--- src/rtl/quad_pid_motor_mixer_unit_macros.svh ---
// Assertion macros shared by the quad PID motor mixer RTL.
`ifndef QUAD_PID_MOTOR_MIXER_UNIT_MACROS_SVH
`define QUAD_PID_MOTOR_MIXER_UNIT_MACROS_SVH

// Same-cycle implication, checked on every rising edge outside reset.
`define QPM_ASSERT_NOW(lbl, ante, cons, msg) \
  lbl: assert property (@(posedge clk) disable iff (!rst_n) (ante) |-> (cons)) \
    else $error(msg);

// Next-cycle implication, checked on every rising edge outside reset.
`define QPM_ASSERT_NEXT(lbl, ante, cons, msg) \
  lbl: assert property (@(posedge clk) disable iff (!rst_n) (ante) |=> (cons)) \
    else $error(msg);

`endif

--- src/rtl/qpm_pkg.sv ---
// Shared widths, reset values, register codes and types of the quad PID motor mixer.
package qpm_pkg;

  localparam int ANGLE_W     = 16;
  localparam int ERR_W       = ANGLE_W + 1;
  localparam int DIFF_W      = ERR_W + 1;
  localparam int GAIN_W      = 24;
  localparam int LIMIT_W     = 12;
  localparam int THR_W       = 12;
  localparam int FLOOR_W     = 13;
  localparam int INTEG_W     = 32;
  localparam int FRAC_SHIFT  = 22;
  localparam int PID_W       = 13;
  localparam int PROD_W      = ERR_W + GAIN_W + 1;
  localparam int DPROD_W     = DIFF_W + GAIN_W + 1;
  localparam int PD_W        = DPROD_W + 1;
  localparam int SUM_W       = PD_W + 1;
  localparam int CLAMP_W     = LIMIT_W + FRAC_SHIFT + 1;
  localparam int MIX_W       = 18;
  localparam int CFG_IDX_W   = 3;
  localparam int CFG_DATA_W  = 24;

  localparam int MOTOR_WIDTH_DEF = 13;

  localparam logic [GAIN_W-1:0]  PROP_GAIN_RST    = 24'd39322;
  localparam logic [GAIN_W-1:0]  INTEG_GAIN_RST   = 24'd655;
  localparam logic [GAIN_W-1:0]  DERIV_GAIN_RST   = 24'd655360;
  localparam logic [LIMIT_W-1:0] OUTPUT_LIMIT_RST = 12'd20;
  localparam logic [FLOOR_W-1:0] MOTOR_FLOOR_RST  = 13'd1000;

  typedef enum logic [CFG_IDX_W-1:0] {
    CFG_PROP_GAIN,
    CFG_INTEG_GAIN,
    CFG_DERIV_GAIN,
    CFG_OUTPUT_LIMIT,
    CFG_TARGET_ROLL,
    CFG_TARGET_PITCH,
    CFG_TARGET_YAW,
    CFG_MOTOR_FLOOR
  } cfg_idx_t;

  // Per-stage load strobes: a stage register takes the item of the stage before it.
  typedef struct packed {
    logic ld1;
    logic ld2;
    logic ld3;
    logic ld4;
    logic ld5;
  } qpm_adv_t;

  // Controller settings shared by all three axis lanes.
  typedef struct packed {
    logic [GAIN_W-1:0]  kp;
    logic [GAIN_W-1:0]  ki;
    logic [GAIN_W-1:0]  kd;
    logic [LIMIT_W-1:0] limit;
  } qpm_gains_t;

endpackage

--- src/rtl/qpm_mixer.sv ---
// Merge stage: mixes throttle and the three axis outputs into four limited motor commands.
module qpm_mixer import qpm_pkg::*; #(
  parameter int MOTOR_WIDTH = MOTOR_WIDTH_DEF
) (
  input  logic                   clk,
  input  logic                   load,
  input  logic [THR_W-1:0]       throttle,
  input  logic signed [PID_W-1:0] roll_pid,
  input  logic signed [PID_W-1:0] pitch_pid,
  input  logic signed [PID_W-1:0] yaw_pid,
  input  logic [FLOOR_W-1:0]     floor_val,
  output logic [MOTOR_WIDTH-1:0] motor_one,
  output logic [MOTOR_WIDTH-1:0] motor_two,
  output logic [MOTOR_WIDTH-1:0] motor_three,
  output logic [MOTOR_WIDTH-1:0] motor_four
);

  localparam logic signed [MIX_W-1:0] MOTOR_TOP = $signed(MIX_W'({MOTOR_WIDTH{1'b1}}));

  logic signed [MIX_W-1:0] t_s, r_s, p_s, y_s, floor_s;
  logic signed [MIX_W-1:0] m1, m2, m3, m4;
  logic [MOTOR_WIDTH-1:0]  m1_r, m2_r, m3_r, m4_r;

  // Raise to the floor first, then saturate, so the motor maximum wins.
  function automatic logic [MOTOR_WIDTH-1:0] shape(input logic signed [MIX_W-1:0] mix,
                                                   input logic signed [MIX_W-1:0] flr);
    logic signed [MIX_W-1:0] v;
    v = (mix < flr) ? flr : mix;
    v = (v > MOTOR_TOP) ? MOTOR_TOP : v;
    return v[MOTOR_WIDTH-1:0];
  endfunction

  assign t_s     = $signed(MIX_W'(throttle));
  assign floor_s = $signed(MIX_W'(floor_val));
  assign r_s     = MIX_W'(roll_pid);
  assign p_s     = MIX_W'(pitch_pid);
  assign y_s     = MIX_W'(yaw_pid);

  assign m1 = t_s - r_s + p_s + y_s;
  assign m2 = t_s - r_s - p_s - y_s;
  assign m3 = t_s + r_s + p_s - y_s;
  assign m4 = t_s + r_s - p_s + y_s;

  always_ff @(posedge clk) begin
    if (load) begin
      m1_r <= shape(m1, floor_s);
      m2_r <= shape(m2, floor_s);
      m3_r <= shape(m3, floor_s);
      m4_r <= shape(m4, floor_s);
    end
  end

  assign motor_one   = m1_r;
  assign motor_two   = m2_r;
  assign motor_three = m3_r;
  assign motor_four  = m4_r;

endmodule

--- config.mk ---
export PLATFORM = sky130hd
export DESIGN_NAME = qpm_mixer
export DESIGN_NICKNAME = d
export VERILOG_FILES = /design/src/rtl/quad_pid_motor_mixer_unit_macros.svh /design/src/rtl/qpm_pkg.sv /design/src/rtl/qpm_mixer.sv
export SDC_FILE = /design/constraint.sdc
export NUM_CORES = 1
export LEC_CHECK = 0
export ABC_AREA = 1
export BUFFER_PORTS_ARGS = -buffer_cell sky130_fd_sc_hd__buf_2
export CORE_MARGIN = 4
export CORE_UTILIZATION = 61
export DETAILED_ROUTE_END_ITERATION = 6
export PLACE_DENSITY = 0.91
export SETUP_SLACK_MARGIN = 0.05
export SYNTH_ARGS = -nofsm -noshare
export SYNTH_HDL_FRONTEND = slang
export SYNTH_SLANG_ARGS = --single-unit
export TNS_END_PERCENT = 100
--- constraint.sdc ---
create_clock -name clk -period 8.2 [get_ports clk]
set_input_delay 1.64 -clock clk [delete_from_list [all_inputs] [get_ports clk]]
set_output_delay 1.64 -clock clk [all_outputs]
set_load 0.1 [all_outputs]
# After elaboration in Yosys (flattened, before gate mapping)
# Index checks and enable logic that the tools add are counted.
# op_classes
add_sub_neg	10
magnitude_cmp	8
eq_ne	0
mul	0
n_div	0
bitwise	0
reduce_logical	0
n_shift	0
mux	4
# ops
op	count
$gt 18x14->1 const B	4
$mux 18	4
$lt 18x14->1	2
$add 15x13->16	2
$lt 16x14->1	2
$sub 15x13->16	2
$add 14x13->15	2
$sub 14x13->15	2
$add 13x13->14	1
$sub 13x13->14	1
# word_totals
memories	0
latchBits	0
reg_bits	52
rom_bits	0
ramBits	0
wordCells	26

# Longest topological paths before layout
# depth
ltp_word	6
ltp_mapped	36
mapped_depth_nobuf	35

# Worst setup path before layout
# No wires, ideal clock.
# synth_path
path_kind	input port to flip-flop
from	input throttle[0]
to	register m1_r[4], in the netlist motor_one[4] (data pin)
t_arrival_ps	6200
path_slack_ps	1744
n_path_buf	1
setup_time_ps	256
required_ps	7944
cell_stages	30
path_cell_list	inv_1 ha_1 fa_1 nor4_1 nor2_1 o21ai_0 xor2_1 fa_1 inv_1 ha_1 nand2_1 inv_1 a21oi_1 nand2_1 xor2_1 ha_1 nand2_1 o21ai_0 nor2_1 nand3_1 nand2_1 nand2_1 nand2_1 nand3_1 nor2_1 ha_1 clkbuf_1 inv_1 o21ai_0 nand2_1
# synth_via
elab_chain_cells	6
# synth_lines
item	line	rtl
start: declaration	qpm_mixer.sv:7	input logic [THR_W-1:0] throttle,
$sub 13x13->14 *	qpm_mixer.sv:39	assign m1 = t_s - r_s + p_s + y_s;
$add 14x13->15 *	qpm_mixer.sv:39	
$add 15x13->16 *	qpm_mixer.sv:39	
$lt 18x14->1	qpm_mixer.sv:28	v = (mix < flr) ? flr : mix;
$mux 18 *	qpm_mixer.sv:28	
$gt 18x14->1	qpm_mixer.sv:29	v = (v > MOTOR_TOP) ? MOTOR_TOP : v;
end signal: assignment	qpm_mixer.sv:46	m1_r <= shape(m1, floor_s);
end: declaration	qpm_mixer.sv:22	logic [MOTOR_WIDTH-1:0] m1_r, m2_r, m3_r, m4_r;
# Every way passes the cells marked *; elsewhere a longest branch is shown, timed or not.
# A chain may end at the register's enable or synchronous reset.

# Final worst setup path
# layout_path
from	input roll_pid[3]
to	register m4_r[2], in the netlist motor_four[2] (data pin)
# layout_via
elab_chain_cells	6
# layout_lines
item	line	rtl
start: declaration	qpm_mixer.sv:8	input logic signed [PID_W-1:0] roll_pid,
$add 13x13->14 *	qpm_mixer.sv:42	assign m4 = t_s + r_s - p_s + y_s;
$sub 14x13->15 *	qpm_mixer.sv:42	
$add 15x13->16 *	qpm_mixer.sv:42	
$lt 16x14->1	qpm_mixer.sv:28	
$mux 18 *	qpm_mixer.sv:28	
$gt 18x14->1	qpm_mixer.sv:29	
end signal: assignment	qpm_mixer.sv:49	m4_r <= shape(m4, floor_s);
end: declaration	qpm_mixer.sv:22	
# Marked as above.

==> flow_metrics.py <==
metrics = {
    "yosys": {
        "synthTopCellsByArea": "ha_1 18%, edfxtp_1 17%, nand2_1 15%",
        "yosysSeqAreaShare": 0.166,
        "ys_top_cells_by_count": "378 x nand2_1, 251 x inv_1, 134 x ha_1, 89 x nor2_1, 78 x o21ai_0",
        "avgSynthCellArea_um2": 6.99,
        "yosysWarnings": 0,
        "syn_nets": 1603,
        "syn_inst": 1344,
        "synth_area_um2": 9390,
        "yosysTopAreaCell": "ha_1",
        "async_reset_ff_frac": 0,
        "synth.distinct_cells": 36,
        "synth_top_area_frac": 0.179,
        "synth_seq_cells": 52,
        "yosysMostFrequentCell": "nand2_1",
        "synth-main-ff-cell": "edfxtp_1",
        "synth_edf_count": 52,
    },
    "global_routing": {
        "grt_max_degree": 53,
        "grt_pass1_vias": 8691,
        "antenna_found_initial": 0,
        "grt-ovfl-total": 0,
        "grtUsageTotal": 0.283,
        "grt_pass1_wl_um": 40900,
    },
    "layout": {
        "diodes": 0,
        "fin_nets": 1709,
        "multiInputGateArea_um2": 6790,
        "fillCellCount": 1272,
        "regArea_um2": 1560,
        "drive_above_1_share": 0.0930,
        "syn_to_final_growth_pct": 9.34,
    },
    "die": {
        "std_cell_rows": 45,
        "fp.dieW_um": 132,
        "num_io_pins": 118,
        "die_h_um": 132,
        "start_util": 0.620,
        "die_area_um2": 17400,
        "core-area_um2": 15100,
    },
    "worst_hold_path": {
        "holdCritPathClass": "primary input to flip-flop",
    },
    "cts": {
        "cts.sinks": 52,
        "post_cts_buffers": 0,
        "root_buffer": "clkbuf_16",
        "hold_buffers": 0,
        "cts_tree": "built",
        "cts-resized-gates": 0,
        "cts_made_buffers": 5,
        "clk_pin_slew_ps": 70,
        "cts_buffer_depth": 2,
        "cts_htree_levels": 2,
    },
    "setup_path": {
        "worst_setup_path_start_kind": "primary input",
        "cp_slowest_cell": "ha_1",
        "end_kind": "flip-flop",
        "crit_type": "primary input to flip-flop",
        "path_common_cell": "nand2_1",
        "cp_max_fo": 24,
        "worstPathArrival_ps": 7090,
        "critPathTopFamily": "adder cells",
        "crit_buf_inv": 6,
        "critPathRequiredTime_ps": 8220,
        "critPathMaxStageDelay_ps": 510,
    },
    "route": {
        "drt_iter0_drc": 785,
        "first_pass_iters": 6,
        "drc": 0,
        "vias_per_cell": 5.60,
        "via_count": 9177,
        "wl_um": 25000,
        "wire_per_inst_um": 15.2,
        "ant_nets": 0,
    },
    "place": {
        "io_buffers": 117,
        "place_congestion": 0.989,
        "dp_hpwl_um": 21800,
        "place_ws_ps": 888,
    },
    "timing": {
        "rsz0062_at_grt": "no",
        "post-route-period-util": 0.862,
        "tns_ps": 0,
        "finalSetupViolCount": 0,
        "hold-worst-slack_ps": 1700,
        "slew_headroom": 0.305,
        "tightest_slew_ps": 1040,
        "finalMaxSlewViolations": 0,
        "hold_violations": 0,
        "fin_crit_ps": 7070,
        "clock.fmax_mhz": 141,
        "timing.final.ws_setup_ps": 1130,
    },
    "run": {
        "max-cap-violations": 0,
    },
    "run_status": {
        "status": "completed",
    },
}
## sequential cells by signal, summed over array words and instances (netlist names)
register and flops:
motor_two 13, motor_four 13, motor_three 13, motor_one 13
## stage by stage
step / cell area (um^2) / utilization / std cells
after floorplan: 9390 / - / 1344
after global placement: 10100 / 0.668 / 1631
after detailed placement: 10100 / 0.668 / 1631
after CTS: 10300 / 0.678 / 1639
after global routing: 10300 / 0.678 / 1639
final: 10300 / 0.678 / 1639
## area by class of cell
class	instances	share of cell area
repair buffers	117	0.0570
inverters	252	0.0921
multi-input cells	1022	0.662
clock inverters	3	0.00207
well taps	188	0.0229
flip-flops and latches	52	0.152
clock buffers	5	0.0122
## cell usage in the layout (no fill, tap or decap), drive strengths merged
cell type	instances
nand2	380
inv	253
ha	134
buf	117
nor2	94
o21ai	78
nand3	77
a21oi	67
fa	59
edfxtp	52
xor2	47
nand4	21
o21bai	11
nor3	10
a21o	9
nand3b	8
a31oi	5
clkbuf	5
o21a	4
xnor2	3
a211oi	2
a21boi	2
o211ai	2
clkinv	2
o31ai	2
a221oi	2
nor4	2
a31o	1
a41oi	1
or2	1
## worst paths after layout
kind / start / to / cells after the start
max: roll_pid[3] / motor_four[2] / 30
min: floor_val[6] / motor_one[6] / 3
## metal layers
layer / share of wire / GRT usage / up-vias
met2: 0.44 / 0.462 / 473
met5: 0 / 0 / -
met4: 0.044 / 0.125 / 0
li1: - / - / 4491
met3: 0.075 / 0.0267 / 79
met1: 0.44 / 0.385 / 4134
## kinds of logic (layout without fill, tap and decap cells)
logic type	Yosys count	count (layout)	share of synthesized area
compound gates	186	186	0.110
xor+xnor	50	50	0.0474
fa+ha+maj	193	193	0.304
buf+inv	270	377	0.110
flops	52	52	0.166
simple gates	593	593	0.262
Power is not shown: default switching activity piles up to over one toggle a cycle in this logic, so the estimate is an artifact.
