==> src/rtl/quad_pid_motor_mixer_unit_macros.svh <==
// Assertion macros shared by the quad PID motor mixer RTL.
`ifndef QUAD_PID_MOTOR_MIXER_UNIT_MACROS_SVH
`define QUAD_PID_MOTOR_MIXER_UNIT_MACROS_SVH

// Same-cycle implication, checked on every rising edge outside reset.
`define QPM_ASSERT_NOW(lbl, ante, cons, msg) \
  lbl: assert property (@(posedge clk) disable iff (!rst_n) (ante) |-> (cons)) \
    else $error(msg);

// Next-cycle implication, checked on every rising edge outside reset.
`define QPM_ASSERT_NEXT(lbl, ante, cons, msg) \
  lbl: assert property (@(posedge clk) disable iff (!rst_n) (ante) |=> (cons)) \
    else $error(msg);

`endif

==> src/rtl/qpm_pkg.sv <==
// Shared widths, reset values, register codes and types of the quad PID motor mixer.
package qpm_pkg;

  localparam int ANGLE_W     = 16;
  localparam int ERR_W       = ANGLE_W + 1;
  localparam int DIFF_W      = ERR_W + 1;
  localparam int GAIN_W      = 24;
  localparam int LIMIT_W     = 12;
  localparam int THR_W       = 12;
  localparam int FLOOR_W     = 13;
  localparam int INTEG_W     = 32;
  localparam int FRAC_SHIFT  = 22;
  localparam int PID_W       = 13;
  localparam int PROD_W      = ERR_W + GAIN_W + 1;
  localparam int DPROD_W     = DIFF_W + GAIN_W + 1;
  localparam int PD_W        = DPROD_W + 1;
  localparam int SUM_W       = PD_W + 1;
  localparam int CLAMP_W     = LIMIT_W + FRAC_SHIFT + 1;
  localparam int MIX_W       = 18;
  localparam int CFG_IDX_W   = 3;
  localparam int CFG_DATA_W  = 24;

  localparam int MOTOR_WIDTH_DEF = 13;

  localparam logic [GAIN_W-1:0]  PROP_GAIN_RST    = 24'd39322;
  localparam logic [GAIN_W-1:0]  INTEG_GAIN_RST   = 24'd655;
  localparam logic [GAIN_W-1:0]  DERIV_GAIN_RST   = 24'd655360;
  localparam logic [LIMIT_W-1:0] OUTPUT_LIMIT_RST = 12'd20;
  localparam logic [FLOOR_W-1:0] MOTOR_FLOOR_RST  = 13'd1000;

  typedef enum logic [CFG_IDX_W-1:0] {
    CFG_PROP_GAIN,
    CFG_INTEG_GAIN,
    CFG_DERIV_GAIN,
    CFG_OUTPUT_LIMIT,
    CFG_TARGET_ROLL,
    CFG_TARGET_PITCH,
    CFG_TARGET_YAW,
    CFG_MOTOR_FLOOR
  } cfg_idx_t;

  // Per-stage load strobes: a stage register takes the item of the stage before it.
  typedef struct packed {
    logic ld1;
    logic ld2;
    logic ld3;
    logic ld4;
    logic ld5;
  } qpm_adv_t;

  // Controller settings shared by all three axis lanes.
  typedef struct packed {
    logic [GAIN_W-1:0]  kp;
    logic [GAIN_W-1:0]  ki;
    logic [GAIN_W-1:0]  kd;
    logic [LIMIT_W-1:0] limit;
  } qpm_gains_t;

endpackage

==> src/rtl/qpm_axis_lane.sv <==
// One axis PID lane: error, gain products, saturating integral, clamp and scaling.
module qpm_axis_lane import qpm_pkg::*; (
  input  logic                      clk,
  input  logic                      rst_n,
  input  qpm_adv_t                  adv,
  input  qpm_gains_t                gains,
  input  logic signed [ANGLE_W-1:0] angle,
  input  logic signed [ANGLE_W-1:0] target,
  output logic signed [PID_W-1:0]   pid
);

  localparam logic signed [INTEG_W-1:0] INTEG_MAX = {1'b0, {(INTEG_W-1){1'b1}}};
  localparam logic signed [INTEG_W-1:0] INTEG_MIN = {1'b1, {(INTEG_W-1){1'b0}}};

  // Stage 1: error and error difference.
  logic signed [ERR_W-1:0]  err_nxt, err_r, last_err_r;
  logic signed [DIFF_W-1:0] diff_nxt, diff_r;
  // Stage 2: gain products.
  logic signed [PROD_W-1:0]  pp_nxt, pp_r, ip_nxt, ip_r;
  logic signed [DPROD_W-1:0] dp_nxt, dp_r;
  // Stage 3: running integral and proportional plus derivative.
  logic signed [PROD_W:0]    integ_sum;
  logic signed [INTEG_W-1:0] integ_nxt, integ_r;
  logic signed [PD_W-1:0]    pd_nxt, pd_r;
  // Stage 4: total and clamp.
  logic signed [SUM_W-1:0]   total, lim_pos, lim_neg, clamped;
  logic signed [CLAMP_W-1:0] sum_nxt, sum_r;
  // Stage 5: scaling toward zero.
  logic                      rnd;
  logic signed [CLAMP_W-1:0] quot;
  logic signed [PID_W-1:0]   pid_nxt, pid_r;

  assign err_nxt  = {angle[ANGLE_W-1], angle} - {target[ANGLE_W-1], target};
  assign diff_nxt = {err_nxt[ERR_W-1], err_nxt} - {last_err_r[ERR_W-1], last_err_r};

  always_ff @(posedge clk) begin
    if (!rst_n) begin
      last_err_r <= '0;
    end else if (adv.ld1) begin
      last_err_r <= err_nxt;
    end
  end

  always_ff @(posedge clk) begin
    if (adv.ld1) begin
      err_r  <= err_nxt;
      diff_r <= diff_nxt;
    end
  end

  assign pp_nxt = err_r * $signed({1'b0, gains.kp});
  assign ip_nxt = err_r * $signed({1'b0, gains.ki});
  assign dp_nxt = diff_r * $signed({1'b0, gains.kd});

  always_ff @(posedge clk) begin
    if (adv.ld2) begin
      pp_r <= pp_nxt;
      ip_r <= ip_nxt;
      dp_r <= dp_nxt;
    end
  end

  assign integ_sum = (PROD_W+1)'(integ_r) + (PROD_W+1)'(ip_r);

  always_comb begin
    if ((&integ_sum[PROD_W:INTEG_W-1]) || !(|integ_sum[PROD_W:INTEG_W-1])) begin
      integ_nxt = integ_sum[INTEG_W-1:0];
    end else if (integ_sum[PROD_W]) begin
      integ_nxt = INTEG_MIN;
    end else begin
      integ_nxt = INTEG_MAX;
    end
  end

  assign pd_nxt = PD_W'(pp_r) + PD_W'(dp_r);

  always_ff @(posedge clk) begin
    if (!rst_n) begin
      integ_r <= '0;
    end else if (adv.ld3) begin
      integ_r <= integ_nxt;
    end
  end

  always_ff @(posedge clk) begin
    if (adv.ld3) begin
      pd_r <= pd_nxt;
    end
  end

  assign total   = SUM_W'(pd_r) + SUM_W'(integ_r);
  assign lim_pos = $signed(SUM_W'({gains.limit, {FRAC_SHIFT{1'b0}}}));
  assign lim_neg = -lim_pos;

  always_comb begin
    if (total > lim_pos) begin
      clamped = lim_pos;
    end else if (total < lim_neg) begin
      clamped = lim_neg;
    end else begin
      clamped = total;
    end
  end

  assign sum_nxt = clamped[CLAMP_W-1:0];

  always_ff @(posedge clk) begin
    if (adv.ld4) begin
      sum_r <= sum_nxt;
    end
  end

  // An arithmetic shift floors; a negative value with a nonzero fraction steps back up by one.
  assign rnd     = sum_r[CLAMP_W-1] && (|sum_r[FRAC_SHIFT-1:0]);
  assign quot    = (sum_r >>> FRAC_SHIFT) + $signed({{(CLAMP_W-1){1'b0}}, rnd});
  assign pid_nxt = quot[PID_W-1:0];

  always_ff @(posedge clk) begin
    if (adv.ld5) begin
      pid_r <= pid_nxt;
    end
  end

  assign pid = pid_r;

endmodule

==> config.mk <==
export PLATFORM = sky130hd
export DESIGN_NAME = qpm_axis_lane
export DESIGN_NICKNAME = d
export VERILOG_FILES = /design/src/rtl/quad_pid_motor_mixer_unit_macros.svh /design/src/rtl/qpm_pkg.sv /design/src/rtl/qpm_axis_lane.sv
export SDC_FILE = /design/constraint.sdc
export NUM_CORES = 2
export LEC_CHECK = 0
export ABC_AREA = 1
export ABC_CLOCK_PERIOD_IN_PS = 5400
export BUFFER_PORTS_ARGS = -buffer_cell sky130_fd_sc_hd__buf_2
export CORE_AREA = 5 5 367 369
export DETAILED_ROUTE_END_ITERATION = 7
export DIE_AREA = 0 0 372 374
export GPL_TIMING_DRIVEN = 1
export PLACE_DENSITY_LB_ADDON = 0.2
export SETUP_SLACK_MARGIN = 0.2
export SLEW_MARGIN = 20
export SYNTH_ARGS = -nofsm -noshare
export SYNTH_HDL_FRONTEND = slang
export SYNTH_SLANG_ARGS = --single-unit
==> constraint.sdc <==
create_clock -name clk -period 5.4 [get_ports clk]
set_input_delay 0 -clock clk [delete_from_list [all_inputs] [get_ports clk]]
set_output_delay 0 -clock clk [all_outputs]
set_load 0.02 [all_outputs]
Word level (Yosys, flattened, before mapping)
Cells that the tools add are included.
- register bits after elaboration: 303
- input bits: 123
- output and inout port bits: 13
- logic and storage cells: 33
- add/sub/neg operators: 7
- multipliers: 3
- magnitude comparators: 2
- multiplexer cells: 4
- reductions and logical operators: 6
- operator list (operator ; number):
    $mul A17 B25 Y42 ; 2
    $mux W32 ; 2
    $add A44 B32 Y45 ; 1
    $gt A45 B35 Y1 ; 1
    $lt A45 B45 Y1 ; 1
    $neg A34 Y45 ; 1
    $add A42 B43 Y44 ; 1
    $add A32 B42 Y43 ; 1
    $mul A18 B25 Y43 ; 1
    $mux W35 ; 1
    $mux W34 ; 1
    $reduce_or A22 Y1 ; 1
    $sub A17 B17 Y18 ; 1
    $sub A16 B16 Y17 ; 1
    $add A13 B2 Y13 ; 1
    $reduce_and A12 Y1 ; 1
    $reduce_or A12 Y1 ; 1
    $logic_and A1 B1 Y1 ; 1
    $logic_not A1 Y1 ; 1
    $logic_or A1 B1 Y1 ; 1

Logic depth before layout (Yosys ltp)
- depth after elaboration: 5
- gate-level depth with buffers: 33
- depth with buffers taken out: 32

Worst setup path before layout
OpenSTA, ideal clock, no wires.
- path kind: flip-flop to flip-flop
- start point: register err_r[2]
- end point: register ip_r[41] (data pin)
- library setup time: 0.252 ns
- arrival time: 5.660 ns
- path slack: -0.512 ns
- stages on the path, launching flop included: 27
- clock period less this slack: 5.912 ns
- path through: edfxtp_1 > clkbuf_1 > clkbuf_1 > nand2_1 > fa_1 > inv_1 > fa_1 > inv_1 > fa_1 > inv_1 > fa_1 > fa_1 > inv_1 > fa_1 > inv_1 > ha_1 > nand2_1 > nor2_1 > inv_1 > nor4_1 > nand2_1 > nand3_1 > nand4_1 > o311ai_0 > nand2_1 > nand3b_1 > nand2_1
- word-level cells in the longest chain between the ends: 1
- RTL lines (what ; RTL line ; source):
    from (decl) ; qpm_axis_lane.sv:16 ; logic signed [ERR_W-1:0] err_nxt, err_r, last_err_r;
    from (signal assigned) ; qpm_axis_lane.sv:46 ; err_r <= err_nxt;
    $mul A17 B25 Y42 ; qpm_axis_lane.sv:52 ; assign ip_nxt = err_r * $signed({1'b0, gains.ki});
    named net ip_nxt[41] ; qpm_axis_lane.sv:19 ; logic signed [PROD_W-1:0] pp_nxt, pp_r, ip_nxt, ip_r;
    to (signal assigned) ; qpm_axis_lane.sv:58 ; ip_r <= ip_nxt;
    to (decl) ; qpm_axis_lane.sv:19 ;
The timed path passes the listed nets, and every way through them passes these cells.
A chain may end at the register's enable or synchronous reset.

Final worst setup path
- start point: register err_r[6]
- end point: register pp_r[27] (data pin)
- word-level cells in the longest chain between the ends: 1
- RTL lines (what ; RTL line ; source):
    $mul A17 B25 Y42 ; qpm_axis_lane.sv:51 ; assign pp_nxt = err_r * $signed({1'b0, gains.kp});
    named net pp_nxt[27] ; qpm_axis_lane.sv:19 ;
    to (signal assigned) ; qpm_axis_lane.sv:57 ; pp_r <= pp_nxt;
    to (decl) ; qpm_axis_lane.sv:19 ;
The timed path passes the listed nets, and every way through them passes these cells.

==> impl_metrics.prom <==
# TYPE chip_impl_metric gauge
chip_impl_metric{name="clockBufferDepth",unit=""} 3
chip_impl_metric{name="cts_buffers",unit=""} 37
chip_impl_metric{name="grtUsageTotal",unit="%"} 27.2
chip_impl_info{name="timing.critical_path.to_type",value="register"} 1
chip_impl_metric{name="required",unit="ns"} 5.78
chip_impl_metric{name="core_area",unit="mm2"} 0.131
chip_impl_metric{name="ioPinCount",unit=""} 136
chip_impl_metric{name="final-seq-area",unit="mm2"} 0.00861
chip_impl_metric{name="first_global_vias",unit=""} 57800
chip_impl_metric{name="timing.final.ws_setup",unit="ns"} -0.472
chip_impl_metric{name="multi_input_area",unit="mm2"} 0.0493
chip_impl_metric{name="final_layout_size_suffix_gt1_share",unit="%"} 16.8
chip_impl_metric{name="gp_routability_congestion",unit=""} 0.947
chip_impl_metric{name="number_of_vias_in_the_routed_layout",unit=""} 55500
chip_impl_metric{name="timing_hold_violations_final",unit=""} 0
chip_impl_metric{name="area_delta_synth_final",unit="%"} 19.2
chip_impl_metric{name="r2r_slack",unit="ns"} -0.47
chip_impl_metric{name="finish.cell_count_without_fillers",unit=""} 10900
chip_impl_metric{name="totalWireLength",unit="um"} 188000
chip_impl_metric{name="design_area",unit="mm2"} 0.0775
chip_impl_metric{name="worst_skew_pair.late_latency",unit="ns"} 0.59
chip_impl_metric{name="synth_warnings",unit=""} 0
chip_impl_metric{name="worstMarginPinSlew",unit="ns"} 1.05
chip_impl_metric{name="cell_total_after_placement",unit=""} 10800
chip_impl_metric{name="drv.max_cap_violation_count",unit=""} 0
chip_impl_metric{name="htree_num_levels",unit=""} 2
chip_impl_info{name="min_from",value="adv[1]"} 1
chip_impl_metric{name="wl_per_cell",unit="um"} 17.2
chip_impl_info{name="min_path_type",value="primary input to register"} 1
chip_impl_info{name="startpoint_type",value="register"} 1
chip_impl_metric{name="largest_net_degree_at_the_start_of_global_routing",unit=""} 79
chip_impl_metric{name="dieArea",unit="mm2"} 0.139
chip_impl_metric{name="fillCellCount",unit=""} 11900
chip_impl_metric{name="floorplan.die.height",unit="um"} 374
chip_impl_metric{name="detail-route-antenna-nets",unit=""} 0
chip_impl_info{name="layout.cells.most_common_list",value="inv_1 (2208), nand2_1 (2119), fa_1 (969)"} 1
chip_impl_metric{name="synth_seq_area_share",unit="%"} 13.2
chip_impl_info{name="failed_checks",value="negative setup slack"} 1
chip_impl_metric{name="die_w",unit="um"} 372
chip_impl_metric{name="portBuffers",unit=""} 135
chip_impl_metric{name="synth-edff-count",unit=""} 254
chip_impl_info{name="most_common_flop_cell_mapped_by_yosys",value="edfxtp_1"} 1
chip_impl_info{name="layout.cells.most_common",value="inv_1"} 1
chip_impl_metric{name="synthArstFlopShare",unit="%"} 0
chip_impl_metric{name="first_drt_pass_iteration_count",unit=""} 6
chip_impl_info{name="run_status",value="finished, violations left"} 1
chip_impl_metric{name="timing.max_slew.rel_slack",unit="%"} 29.9
chip_impl_metric{name="finalCritPeriodShare",unit="%"} 109
chip_impl_metric{name="layout.nets",unit=""} 10900
chip_impl_metric{name="initialDrtViolationCount",unit=""} 3515
chip_impl_info{name="worstReg2RegStart",value="err_r[6]"} 1
chip_impl_metric{name="grt_first_pass_wirelength",unit="um"} 303000
chip_impl_metric{name="clock_tree_sinks",unit=""} 303
chip_impl_metric{name="detail_route.drc_violations",unit=""} 0
chip_impl_metric{name="clkSlewWorstSetupHoldPaths",unit="ns"} 0.06
chip_impl_info{name="timing.hold.worst_endpoint",value="sum_r[8]"} 1
chip_impl_info{name="cts_root_buffer",value="clkbuf_16"} 1
chip_impl_info{name="tritoncts",value="built"} 1
chip_impl_metric{name="timing.final.setup_violations",unit=""} 81
chip_impl_metric{name="row_count",unit=""} 133
chip_impl_info{name="setup_crit_path_kind",value="register to register"} 1
chip_impl_metric{name="worst_setup_skew_after_layout",unit="ns"} 0.0396
chip_impl_metric{name="drv_slew",unit=""} 0
chip_impl_metric{name="synthCells",unit=""} 8528
chip_impl_metric{name="min_path_cells",unit=""} 1
chip_impl_metric{name="effective_utilization_at_floorplan",unit="%"} 49.7
chip_impl_metric{name="arrival",unit="ns"} 6.26
chip_impl_info{name="rsz0062_at_grt",value="yes"} 1
chip_impl_metric{name="detailed_place_hpwl",unit="um"} 157000
chip_impl_metric{name="average_cell_area_after_synthesis",unit="um2"} 7.63
chip_impl_metric{name="timing.final.crit_period",unit="ns"} 5.87
chip_impl_metric{name="timing.reg2reg.worst_path_depth",unit=""} 26
chip_impl_metric{name="dpl-instance-area",unit="mm2"} 0.0735
chip_impl_metric{name="viasPerCell",unit=""} 5.08
chip_impl_metric{name="grt_remaining_overflow",unit=""} 0
chip_impl_info{name="r2r_path_end",value="pp_r[27]"} 1
chip_impl_metric{name="synth_area",unit="mm2"} 0.0650
chip_impl_metric{name="initial_antenna_violation_count",unit=""} 7
chip_impl_metric{name="fmaxAchievable",unit="GHz"} 0.170
chip_impl_metric{name="ys_types",unit=""} 53
chip_impl_metric{name="synthesized_net_count",unit=""} 10300
chip_impl_metric{name="whs",unit="ns"} 0.0323
chip_impl_metric{name="cp_max_fo",unit=""} 8
chip_impl_metric{name="yosys_register_bits",unit=""} 303
-- state kept, by name, summed over array words and instances, names as in the netlist, 17 cells and up --
signal,count
sum_r,35
dp_r,43
integ_r,32
err_r,17
diff_r,18
last_err_r,17
pd_r,44
pp_r,42
ip_r,42
-- timing repair --
item                                    4_1_cts  5_1_grt
hold buffers                                 22        0
endpoints found under the setup margin       92      128
pin swaps                                    99      147
gates cloned                                  6        7
gates resized for setup                     246      256
setup buffers                                28       24
endpoints found under the hold margin        50        0
-- logic make-up after synthesis --
| family | Yosys count | synth area share, % |
|---|---|---|
| adders and majority gates | 1644 | 43.3 |
| DFF | 303 | 13.2 |
| AOI/OAI and AO/OA | 746 | 6.54 |
| and+or+nand+nor | 2993 | 18.5 |
| buffers and inverters | 2595 | 15.1 |
| xor gates and xnor gates | 247 | 3.33 |
-- per-layer routing --
layer | share of wire (%) | vias up | track usage, %
met5 | 0.0069 | - | 0
met4 | 3.1 | 2 | 7.10
met3 | 5.1 | 339 | 2.60
met2 | 49 | 1503 | 47.9
met1 | 42 | 27200 | 36.0
li1 | - | 26500 | -
-- synthesized netlist by cell type (7+ instances only) --
library cell / count / area, um2
xnor2_1: 80 / 701
xor2_1: 167 / 1460
nand3b_1: 11 / 82.6
a21oi_2: 32 / 280
o21a_1: 17 / 128
buf_6: 8 / 90.1
o21ai_0: 216 / 1080
clkbuf_1: 261 / 980
nor4_1: 17 / 106
o21ai_1: 8 / 40.0
fa_1: 1015 / 20300
o221ai_1: 7 / 61.3
ha_1: 629 / 7870
o21bai_1: 32 / 240
nand3_2: 7 / 70.1
dfxtp_1: 49 / 981
nor2_1: 412 / 1550
a31oi_1: 40 / 250
nand4_1: 64 / 400
nor2_2: 29 / 181
nand3_1: 171 / 856
nor3_1: 30 / 150
edfxtp_1: 254 / 7630
a21boi_0: 8 / 60.1
o211ai_1: 11 / 82.6
buf_1: 21 / 78.8
inv_1: 2295 / 8610
a21o_1: 21 / 158
nand2_2: 9 / 56.3
or2_2: 34 / 213
a21oi_1: 331 / 1660
nand2_1: 2194 / 8240
-- worst max-delay path: stages (launching register included) --
cell and delay [ns]:
edfxtp_1 0.45, buf_12 0.19, buf_6 0.13, buf_4 0.13
nand2_1 0.05, inv_1 0.05, fa_1 0.49, inv_1 0.05
fa_2 0.52, inv_2 0.04, fa_2 0.37, fa_1 0.47
fa_1 0.55, inv_1 0.05, fa_1 0.47, inv_1 0.06
ha_4 0.28, nand2_2 0.06, buf_4 0.13, buf_4 0.14
nor2_4 0.10, nand2_2 0.06, o21ai_2 0.16, a21oi_2 0.10
buf_4 0.15, o21bai_1 0.16, xor2_1 0.26
-- per-stage QoR --
stage / utilization [%] / worst slack (ns) / setup TNS (ns)
final: 59.3 / -0.472 / -21.50
after global routing: 59.3 / -0.730 / -38.64
after CTS: 58.3 / -0.462 / -19.73
after detailed placement: 56.2 / -0.532 / -27.64
after global placement: 56.2 / -0.551 / -22.96
after floorplan: - / -0.117 / -0.480
-- cell type report --
cell class	count	area share [%]
flip-flops and latches	303	11.1
inverters	2301	11.1
clock inverters	27	0.355
clock buffers	40	1.22
multi-input cells	5630	63.5
diodes	5	0.0161
well taps	1755	2.83
repair buffers	868	9.81
-- how the worst max path moves through the flow --
stage	start	to	slack, ns	cells after the start
after floorplan	err_r[5]	pp_r[41]	-0.12	27
after global routing	err_r[6]	ip_r[41]	-0.73	26
after CTS	err_r[2]	pp_r[33]	-0.46	23
after global placement	err_r[5]	ip_r[39]	-0.55	23
after detailed placement	diff_r[17]	dp_r[38]	-0.53	22
final	err_r[6]	pp_r[27]	-0.47	26
Power is left out: the tool's default activity adds up to more than one toggle a clock period on the data nets, which glitch-free logic cannot reach.
